==> src/sv/numext_pkg.sv <==
// numext_pkg: types and constants for the decimal number extractor
// transfer payload structs, character codes, capacity and fraction digit weights
// no dependencies
package numext_pkg;

  localparam int MAX_NUMBERS = 16;
  localparam int COUNT_W     = $clog2(MAX_NUMBERS + 1);
  localparam int INDEX_W     = 4;
  localparam int INT_W       = 15;
  localparam int WPOS_W      = 4;

  localparam logic [INT_W-1:0]  INT_MAX_PART = 15'd32767;
  localparam logic [WPOS_W-1:0] WPOS_LAST    = 4'd9;

  localparam logic [7:0] CHAR_ZERO  = 8'h30;
  localparam logic [7:0] CHAR_NINE  = 8'h39;
  localparam logic [7:0] CHAR_POINT = 8'h2E;
  localparam logic [7:0] CHAR_MINUS = 8'h2D;

  typedef struct packed {
    logic [7:0] char_code;
    logic       end_of_text;
  } char_item_t;

  typedef struct packed {
    logic signed [31:0] value;
    logic [3:0]         number_index;
    logic               has_number;
    logic               last;
    logic [4:0]         total_count;
    logic               dropped;
  } num_item_t;

  // weight of the next fraction digit, 0.32 fixed point; each step is (w+5)/10
  function automatic logic [31:0] digit_weight(input logic [WPOS_W-1:0] pos);
    logic [31:0] w;
    unique case (pos)
      4'd0:    w = 32'd429496730;
      4'd1:    w = 32'd42949673;
      4'd2:    w = 32'd4294967;
      4'd3:    w = 32'd429497;
      4'd4:    w = 32'd42950;
      4'd5:    w = 32'd4295;
      4'd6:    w = 32'd430;
      4'd7:    w = 32'd43;
      4'd8:    w = 32'd4;
      default: w = 32'd0;
    endcase
    return w;
  endfunction

endpackage

==> src/sv/number_extractor_from_text.sv <==
// number_extractor_from_text: top level of the decimal number extractor
// input register, tokenizer logic and result register
// depends on numext_pkg
//
// Takes one text character per transfer and emits signed Q16.16 numbers found
// in it. Digits form an integer part (saturating at 32767), a point after
// digits starts a fraction, and each '-' toggles the sign of the next number.
// Any other character ends a pending number; the end-of-text transfer always
// yields one result flagged last, with the final count and the dropped flag,
// and returns the block to its reset state. Up to 16 numbers per text are
// kept; later ones are dropped and flagged. The block accepts one character
// every cycle unless the output stalls; a character is held in the input
// register and its result in the result register, the whole per-character
// update being combinational logic around the tokenizer state.
module number_extractor_from_text
  import numext_pkg::*;
(
  input  logic       clk,
  input  logic       rst,
  input  logic       char_valid,
  output logic       char_stall,
  input  char_item_t char_item,
  output logic       num_valid,
  input  logic       num_stall,
  output num_item_t  num_item
);

  // input register
  logic       hold_valid;
  char_item_t hold;

  // tokenizer state
  logic [INT_W-1:0]   integer_part, integer_part_next;
  logic [31:0]        fraction_part, fraction_part_next;
  logic [WPOS_W-1:0]  weight_pos, weight_pos_next;
  logic               in_number, in_number_next;
  logic               in_fraction, in_fraction_next;
  logic               sign_pending, sign_pending_next;
  logic [COUNT_W-1:0] kept_count, kept_count_next;
  logic               overflow_seen, overflow_seen_next;

  logic      result_fire;
  num_item_t result_next;

  logic out_free;
  logic consume;

  assign out_free   = !num_valid || !num_stall;
  assign consume    = hold_valid && out_free;
  assign char_stall = hold_valid && !out_free;

  // datapath pieces
  logic               is_digit;
  logic [3:0]         digit;
  logic [35:0]        frac_prod;
  logic [36:0]        frac_sum;
  logic [18:0]        int_mul;
  logic [16:0]        frac_round;
  logic [31:0]        magnitude;
  logic [31:0]        q16;
  logic               can_keep;
  logic [COUNT_W-1:0] count_inc;

  always_comb begin
    is_digit   = (hold.char_code >= CHAR_ZERO) && (hold.char_code <= CHAR_NINE);
    digit      = 4'(hold.char_code - CHAR_ZERO);
    frac_prod  = 36'(digit) * 36'(digit_weight(weight_pos));
    frac_sum   = 37'(fraction_part) + 37'(frac_prod);
    int_mul    = 19'(integer_part) * 19'd10 + 19'(digit);
    frac_round = 17'((33'(fraction_part) + 33'h8000) >> 16);
    magnitude  = {1'b0, integer_part, 16'h0} + 32'(frac_round);
    if (sign_pending) begin
      q16 = 32'd0 - magnitude;
    end else if (magnitude > 32'h7FFF_FFFF) begin
      q16 = 32'h7FFF_FFFF;
    end else begin
      q16 = magnitude;
    end
    can_keep  = in_number && (kept_count < COUNT_W'(MAX_NUMBERS));
    count_inc = kept_count + COUNT_W'(1);
  end

  always_comb begin
    integer_part_next  = integer_part;
    fraction_part_next = fraction_part;
    weight_pos_next    = weight_pos;
    in_number_next     = in_number;
    in_fraction_next   = in_fraction;
    sign_pending_next  = sign_pending;
    kept_count_next    = kept_count;
    overflow_seen_next = overflow_seen;
    result_fire        = 1'b0;
    result_next        = '0;

    if (hold.end_of_text) begin
      result_fire              = 1'b1;
      result_next.last         = 1'b1;
      result_next.has_number   = can_keep;
      result_next.value        = can_keep ? q16 : 32'sd0;
      result_next.number_index = can_keep ? INDEX_W'(kept_count) : '0;
      result_next.total_count  = 5'(can_keep ? count_inc : kept_count);
      result_next.dropped      = overflow_seen || (in_number && !can_keep);
      integer_part_next  = '0;
      fraction_part_next = '0;
      weight_pos_next    = '0;
      in_number_next     = 1'b0;
      in_fraction_next   = 1'b0;
      sign_pending_next  = 1'b0;
      kept_count_next    = '0;
      overflow_seen_next = 1'b0;
    end else if (is_digit) begin
      in_number_next = 1'b1;
      if (!in_number) begin
        integer_part_next  = INT_W'(digit);
        fraction_part_next = '0;
        in_fraction_next   = 1'b0;
        weight_pos_next    = '0;
      end else if (in_fraction) begin
        fraction_part_next = (frac_sum[36:32] != 5'd0) ? 32'hFFFF_FFFF : frac_sum[31:0];
        if (weight_pos != WPOS_LAST) begin
          weight_pos_next = weight_pos + WPOS_W'(1);
        end
      end else begin
        integer_part_next = (int_mul > 19'(INT_MAX_PART)) ? INT_MAX_PART
                                                          : INT_W'(int_mul);
      end
    end else if ((hold.char_code == CHAR_POINT) && in_number) begin
      in_fraction_next = 1'b1;
    end else begin
      if (in_number) begin
        in_number_next    = 1'b0;
        in_fraction_next  = 1'b0;
        sign_pending_next = 1'b0;
        if (can_keep) begin
          kept_count_next          = count_inc;
          result_fire              = 1'b1;
          result_next.has_number   = 1'b1;
          result_next.value        = q16;
          result_next.number_index = INDEX_W'(kept_count);
          result_next.total_count  = 5'(count_inc);
          result_next.dropped      = overflow_seen;
        end else begin
          overflow_seen_next = 1'b1;
        end
      end
      if (hold.char_code == CHAR_MINUS) begin
        sign_pending_next = in_number ? 1'b1 : !sign_pending;
      end
    end
  end

  always_ff @(posedge clk) begin
    if (rst) begin
      hold_valid    <= 1'b0;
      num_valid     <= 1'b0;
      integer_part  <= '0;
      fraction_part <= '0;
      weight_pos    <= '0;
      in_number     <= 1'b0;
      in_fraction   <= 1'b0;
      sign_pending  <= 1'b0;
      kept_count    <= '0;
      overflow_seen <= 1'b0;
    end else begin
      if (char_valid && !char_stall) begin
        hold_valid <= 1'b1;
        hold       <= char_item;
      end else if (consume) begin
        hold_valid <= 1'b0;
      end
      if (consume) begin
        integer_part  <= integer_part_next;
        fraction_part <= fraction_part_next;
        weight_pos    <= weight_pos_next;
        in_number     <= in_number_next;
        in_fraction   <= in_fraction_next;
        sign_pending  <= sign_pending_next;
        kept_count    <= kept_count_next;
        overflow_seen <= overflow_seen_next;
      end
      if (out_free) begin
        num_valid <= consume && result_fire;
        if (consume && result_fire) begin
          num_item <= result_next;
        end
      end
    end
  end

endmodule

==> config.mk <==
export PLATFORM = sky130hd
export DESIGN_NAME = number_extractor_from_text
export DESIGN_NICKNAME = d
export VERILOG_FILES = /design/src/sv/numext_pkg.sv /design/src/sv/number_extractor_from_text.sv
export SDC_FILE = /design/constraint.sdc
export NUM_CORES = 1
export LEC_CHECK = 0
export BUFFER_PORTS_ARGS = -buffer_cell sky130_fd_sc_hd__buf_2
export CORE_MARGIN = 4
export CORE_UTILIZATION = 55
export CTS_BUF_LIST = sky130_fd_sc_hd__clkbuf_8
export DETAILED_ROUTE_END_ITERATION = 6
export PLACE_DENSITY = 0.77
export SLEW_MARGIN = 20
export SYNTH_ARGS = -nofsm -noshare
export SYNTH_HDL_FRONTEND = slang
export SYNTH_SLANG_ARGS = --single-unit
==> constraint.sdc <==
create_clock -name clk -period 11.8 [get_ports clk]
set_input_delay 2.36 -clock clk [delete_from_list [all_inputs] [get_ports clk]]
set_output_delay 2.36 -clock clk [all_outputs]
set_load 0.05 [all_outputs]
==> run_results.csv, run 1 <==
group,metric,value,unit
floorplanning,rows,54,
place,gp_congestion,0.913,
cts,numClockSinks,135,
logic_synthesis,synthCells,1447,
worst_setup_path,crit_path_end,"fraction_part[30]$_SDFFE_PP0P_",
worst_setup_path,path_common_cell,"fa_1",
worst_setup_path,reg2regPathDepth,15,
timing,tightestPinTransition,1.11,ns
worst_setup_path,cp-start-kind,"flop",
finish,stdcell_count,1762,
logic_synthesis,ys_seq_elements,135,
timing,final_hold_viol_count,0,
run_status,violations,"DRC",
worst_setup_path,cp_num_cells,15,
worst_setup_path,crit_path_max_fanout,25,
logic_synthesis,syn_area,12300,um^2
timing,finClkSkew,0.0169,ns
finish,nNetsFinal,1655,
finish,antennaDiodeCount,0,
floorplanning,core_area,21900,um^2
place,post-dp-hpwl,21100,um
logic_synthesis,synth_top_area_share,13.4,%
drt,dr.pass1.iters,7,
run_status,status,"finished, violations left",
global_route,grt_max_degree,42,
cts,clockRootBuffer,"clkbuf_8",
drt,antenna_left,0,
floorplanning,dieArea,24700,um^2
finish,syn2layout_area_growth,7.06,%
timing,slew_viol_final,0,
timing,setup_ws,5.96,ns
floorplanning,initial_core_util,56.0,%
floorplanning,pin_count,59,
worst_setup_path,r2r-end,"fraction_part[30]$_SDFFE_PP0P_",
timing,finalSetupTns,0,ns
cts,ctsHtreeMaxLevel,4,
min_path,hp-class,"flop to flop",
logic_synthesis,synth_cell_type_count,79,
worst_setup_path,worstSetupPathType,"flop to flop",
worst_setup_path,critPathBufInv,1,
drt,drt-vias-per-instance,5.80,
worst_setup_path,reg2reg_from,"hold[3]$_DFFE_PP_",
worst_setup_path,worstPathRequired,12.15,ns
logic_synthesis,synth_ff_type,"dfxtp_1",
logic_synthesis,syn_area_per_cell,8.47,um^2
logic_synthesis,yosysSeqAreaShare,26.4,%
worst_setup_path,crit_family,"compound AO/OA/AOI/OAI gates",
drt,drc,2,
drt,drt_first_iter_violations,752,
place,portBuffers,58,
finish,post-route-util,59.9,%
place,dp_cells,1729,
floorplanning,die_w,157,um
floorplanning,die_h,157,um
timing,rsz0062_at_grt,"no",
timing,fmax,171,MHz
power_and_ir_drop,power_density,79.7,nW/um^2
cts,cts_buffers,17,
cts,cts_resized,0,
cts,path_clk_slew,0.09,ns
cts,postCtsSetupBuffers,0,
global_route,grt_pass1_wl,46700,um
cts,cts_tree,"done",
logic_synthesis,synth_fp_nets,1633,
logic_synthesis,yosys_warnings,0,
timing,fin_crit,5.84,ns
drt,wl_per_cell,15.7,um
timing,relSlewSlack,26.1,%
logic_synthesis,synth-edff-count,53,
timing,min_period_over_period,49.5,%
timing,worst_hold_slack,0.442,ns
global_route,gr-total-overflow,0,
logic_synthesis,synthTopCellsByArea,"dfxtp_1 13%, edfxtp_1 13%, fa_1 13%, ha_1 9.7%, inv_1 5.1%",
worst_setup_path,crit_path_end_kind,"flop",
cts,postCtsHoldBufs,0,
global_route,grt_usage,23.0,%
flow_run,maxCapViolCount,0,
worst_setup_path,crit_arrival,6.18,ns
logic_synthesis,synth.largest_area_cell,"dfxtp_1",
finish,drive_gt1_share,8.84,%
cts,worstSkewPairLatency,0.46,ns
cts,clock_path_buffers,2,
worst_setup_path,startpoint,"hold[3]$_DFFE_PP_",
worst_setup_path,ff2ff_setup_slack,5.96,ns
timing,finalSetupViolCount,0,
place,place_ws,6.11,ns
global_route,antenna_found_initial,0,
drt,routed_wirelength,27600,um
worst_setup_path,cpPeakStageDelay,0.82,ns
global_route,grt_pass1_vias,9704,
drt,via_count,10200,
logic_synthesis,ys_async_sr_fraction,0,%
power_and_ir_drop,max-vdd-ir-drop,0.0705,mV
worst_setup_path,cp_cell_sequence,"nand2_1 -> fa_1 -> fa_1 -> fa_1 -> inv_1 -> ha_1 -> a211oi_1 -> o21ai_0 -> o2111a_1 -> nor3_1 -> o211ai_1 -> a2111oi_0 -> o31ai_1 -> mux2i_1 -> nand2_1",
power_and_ir_drop,power_leakage,0.00592,uW
worst_setup_path,slowest_stage,"edfxtp_1",
## metal layers
| layer | vias up | global-route usage [%] | share of wire, % |
|---|---|---|---|
| li1 | 5041 | - | - |
| met1 | 4788 | 32.2 | 47 |
| met2 | 336 | 37.0 | 45 |
| met3 | 59 | 2.86 | 5.5 |
| met4 | 0 | 8.07 | 2.6 |
| met5 | - | 0 | 0 |
## metrics by stage
step                      instance area, um^2  total power (uW)
after CTS                               13100              1050
after floorplan                         12300               633
final                                   13100              1050
after global routing                    13100              1100
after detailed placement                12700               670
after global placement                  12700               666
## tightest hold or removal path: cells and delay by family (launching register included)
family           cells  cell delay, ns
flip-flops           1            0.32
AND/OR/NAND/NOR      2            0.09
## Yosys cell counts (all sizes together), types with 12 or more instances
master,count
xnor2,41
nor4,12
clkbuf,47
nand3,35
nor3,45
and2,78
nor2,94
inv,168
ha,95
or3,17
and3,15
dfxtp,82
buf,16
fa,78
a21oi,76
nand4,16
xor2,33
nand2,144
a21o,24
a211oi,30
a31oi,15
o21ai,82
edfxtp,53
## power breakdown
group	total [uW]	switching, uW	internal (uW)
registers	491	5.31	486
clock network	384	213	171
logic	170	105	65.0
## worst min path at each step
stage	slack (ns)	end	from	depth (start not counted)
finish	0.44	fraction_part[4]$_SDFFE_PP0P_	fraction_part[4]$_SDFFE_PP0P_	2
detailed placement	0.43	fraction_part[11]$_SDFFE_PP0P_	fraction_part[11]$_SDFFE_PP0P_	2
CTS	0.44	fraction_part[4]$_SDFFE_PP0P_	fraction_part[4]$_SDFFE_PP0P_	2
global placement	0.43	fraction_part[12]$_SDFFE_PP0P_	fraction_part[12]$_SDFFE_PP0P_	2
floorplan	0.42	fraction_part[10]$_SDFFE_PP0P_	fraction_part[10]$_SDFFE_PP0P_	2
global route	0.46	fraction_part[4]$_SDFFE_PP0P_	fraction_part[4]$_SDFFE_PP0P_	2
## cells in the final DEF (no fill, tap or decap), drive strengths merged, types with 7 or more instances in the layout
cell type  instances
xor2              33
a31oi             15
xnor2             41
o21ai             82
o31ai              7
or3               17
nor3b              8
o21bai             7
clkbuf            17
nand4             16
nand2b             7
a21o              24
buf               66
dfxtp             82
and3              15
nor4              12
nand3             35
nor3              45
or4               10
nand2            144
clkinv             7
o22ai              7
ha                95
a21oi             76
o211ai            11
and2              78
inv              174
o21a              11
nor2              94
edfxtp            53
a211oi            30
fa                78
## final cells by class
| type | instances | area, um^2 |
|---|---|---|
| inverters | 169 | 634 |
| multi-input cells | 1080 | 8170 |
| repair buffers | 66 | 358 |
| well taps | 280 | 350 |
| clock inverters | 15 | 141 |
| flip-flops and latches | 135 | 3230 |
| clock buffers | 17 | 234 |
| fillers | 1935 | 8770 |
## cells by family (layout without fill, tap and decap cells)
logic type                 after synthesis  count (layout)  synth area share [%]
xor gates and xnor gates                74              74                  5.35
AOI/OAI and AO/OA                      319             319                  16.9
buffers and inverters                  232             267                  7.25
DFF                                    135             135                  26.4
muxes                                   11              11                 0.960
and+or+nand+nor                        503             503                  20.7
adders and majority gates              173             173                  22.4
Note: power is estimated with default switching activity, not from simulation.
==> inputs of run 2 (changes only) <==
- clock period: 11.8 -> 5.6 ns (I/O delays scaled with it)
==> run_results.csv, run 2 (synthesized netlist as in run 1, its figures left out) <==
group,metric,value,unit
timing,finalSetupViolCount,0,
place,portBuffers,58,
finish,stdcell_count,1768,
flow_run,maxCapViolCount,0,
floorplanning,rows,54,
drt,wl_per_cell,15.6,um
timing,fmax,190,MHz
power_and_ir_drop,power_density,162,nW/um^2
drt,drt_first_iter_violations,710,
finish,antennaDiodeCount,0,
floorplanning,dieArea,24700,um^2
floorplanning,pin_count,59,
place,post-dp-hpwl,21300,um
floorplanning,die_w,157,um
worst_setup_path,worstPathRequired,5.94,ns
place,gp_congestion,0.969,
finish,fin_area,13100,um^2
drt,antenna_left,0,
timing,rsz0062_at_grt,"no",
place,dp_cells,1735,
cts,postCtsHoldBufs,0,
drt,routed_wirelength,27600,um
timing,min_period_over_period,93.8,%
global_route,grt_usage,22.8,%
worst_setup_path,crit_path_max_fanout,18,
floorplanning,initial_core_util,56.0,%
floorplanning,die_h,157,um
timing,relSlewSlack,30.6,%
cts,worstSkewPairLatency,0.46,ns
power_and_ir_drop,max-vdd-ir-drop,0.142,mV
global_route,grt_pass1_vias,9575,
worst_setup_path,worstSetupPathType,"flop to flop",
timing,slew_viol_final,0,
drt,drt-vias-per-instance,5.67,
finish,drive_gt1_share,9.14,%
cts,clock_path_buffers,2,
cts,cts_tree,"done",
cts,numClockSinks,135,
min_path,hp-class,"flop to flop",
timing,finalSetupTns,0,ns
global_route,gr-total-overflow,0,
cts,postCtsSetupBuffers,0,
run_status,status,"completed",
cts,ctsHtreeMaxLevel,4,
global_route,grt_max_degree,42,
finish,ff_latch_area,3230,um^2
worst_setup_path,crit_path_end_kind,"flop",
finish,layout_common_cells,"169 x inv_1, 144 x nand2_1, 95 x ha_1",
timing,tightestPinTransition,1.04,ns
power_and_ir_drop,power_leakage,0.00593,uW
cts,clockRootBuffer,"clkbuf_8",
finish,final_common_cell,"inv_1",
power_and_ir_drop,p_total,2130,uW
timing,finClkSkew,0.0179,ns
cts,cts_resized,0,
global_route,grt_pass1_wl,46200,um
floorplanning,core_area,21900,um^2
cts,cts_buffers,17,
worst_setup_path,crit_arrival,5.59,ns
place,placed_cell_area,12800,um^2
finish,nNetsFinal,1661,
timing,fin_crit,5.25,ns
finish,multi_input_area,8170,um^2
finish,fillers,1916,
drt,dr.pass1.iters,5,
timing,final_hold_viol_count,0,
drt,via_count,10000,
worst_setup_path,cp-start-kind,"flop",
drt,drc,0,
finish,syn2layout_area_growth,7.26,%
global_route,antenna_found_initial,0,
cts,path_clk_slew,0.09,ns
run 2: cell count changes in the layout (fill, tap and decap cells not counted), sizes merged:
cell	change
buf	+6
clkinvlp	+3
inv	-3
bufinv	-1
clkinv	+1
run 2: path summary, 6_finish.rpt:
kind | from | slack [ns] | depth (start not counted) | to
hold reg to reg | fraction_part[4]$_SDFFE_PP0P_ | 0.44 | 2 | fraction_part[4]$_SDFFE_PP0P_
setup reg to reg | hold[2]$_DFFE_PP_ | 0.35 | 17 | fraction_part[30]$_SDFFE_PP0P_
hold / removal | fraction_part[4]$_SDFFE_PP0P_ | 0.44 | 2 | fraction_part[4]$_SDFFE_PP0P_
setup / recovery | hold[2]$_DFFE_PP_ | 0.35 | 17 | fraction_part[30]$_SDFFE_PP0P_
run 2: worst max-delay path, cell delays in order (launching register included):
cell	delay, ns
edfxtp_1	0.62
and2_1	0.29
fa_1	0.52
fa_1	0.55
inv_1	0.05
fa_1	0.49
inv_1	0.04
ha_1	0.38
a21oi_1	0.23
a21oi_1	0.08
or2_2	0.31
nor3_1	0.41
o211ai_1	0.21
a2111oi_0	0.43
buf_4	0.19
o31ai_1	0.08
mux2i_1	0.19
nand2_1	0.06
run 2: layer usage:
layer,vias to the layer above,global-route usage [%],share of wire (%)
met2,257,37.1,45
met5,-,0,0
li1,5054,-,-
met1,4672,31.6,48
met3,37,2.80,4.7
met4,0,7.70,2.4
run 2: power breakdown:
group          internal, uW  switching [uW]  total, uW
registers              1020            9.83       1030
clock network           305             425        730
logic                   139             223        362
run 2: cell type report:
type	instances	area share [%]
flip-flops and latches	135	24.6
inverters	169	4.83
well taps	280	2.67
clock buffers	17	1.78
multi-input cells	1080	62.2
repair buffers	72	3.13
clock inverters	15	0.828
run 2: metrics by stage:
| step | utilization [%] | setup WS (ns) | hold WS, ns |
|---|---|---|---|
| floorplan | - | 0.542 | 0.416 |
| global placement | 58.4 | 0.453 | 0.425 |
| detailed placement | 58.4 | 0.430 | 0.431 |
| CTS | 59.9 | 0.402 | 0.443 |
| global route | 60.0 | 0.0752 | 0.462 |
| finish | 60.0 | 0.347 | 0.438 |
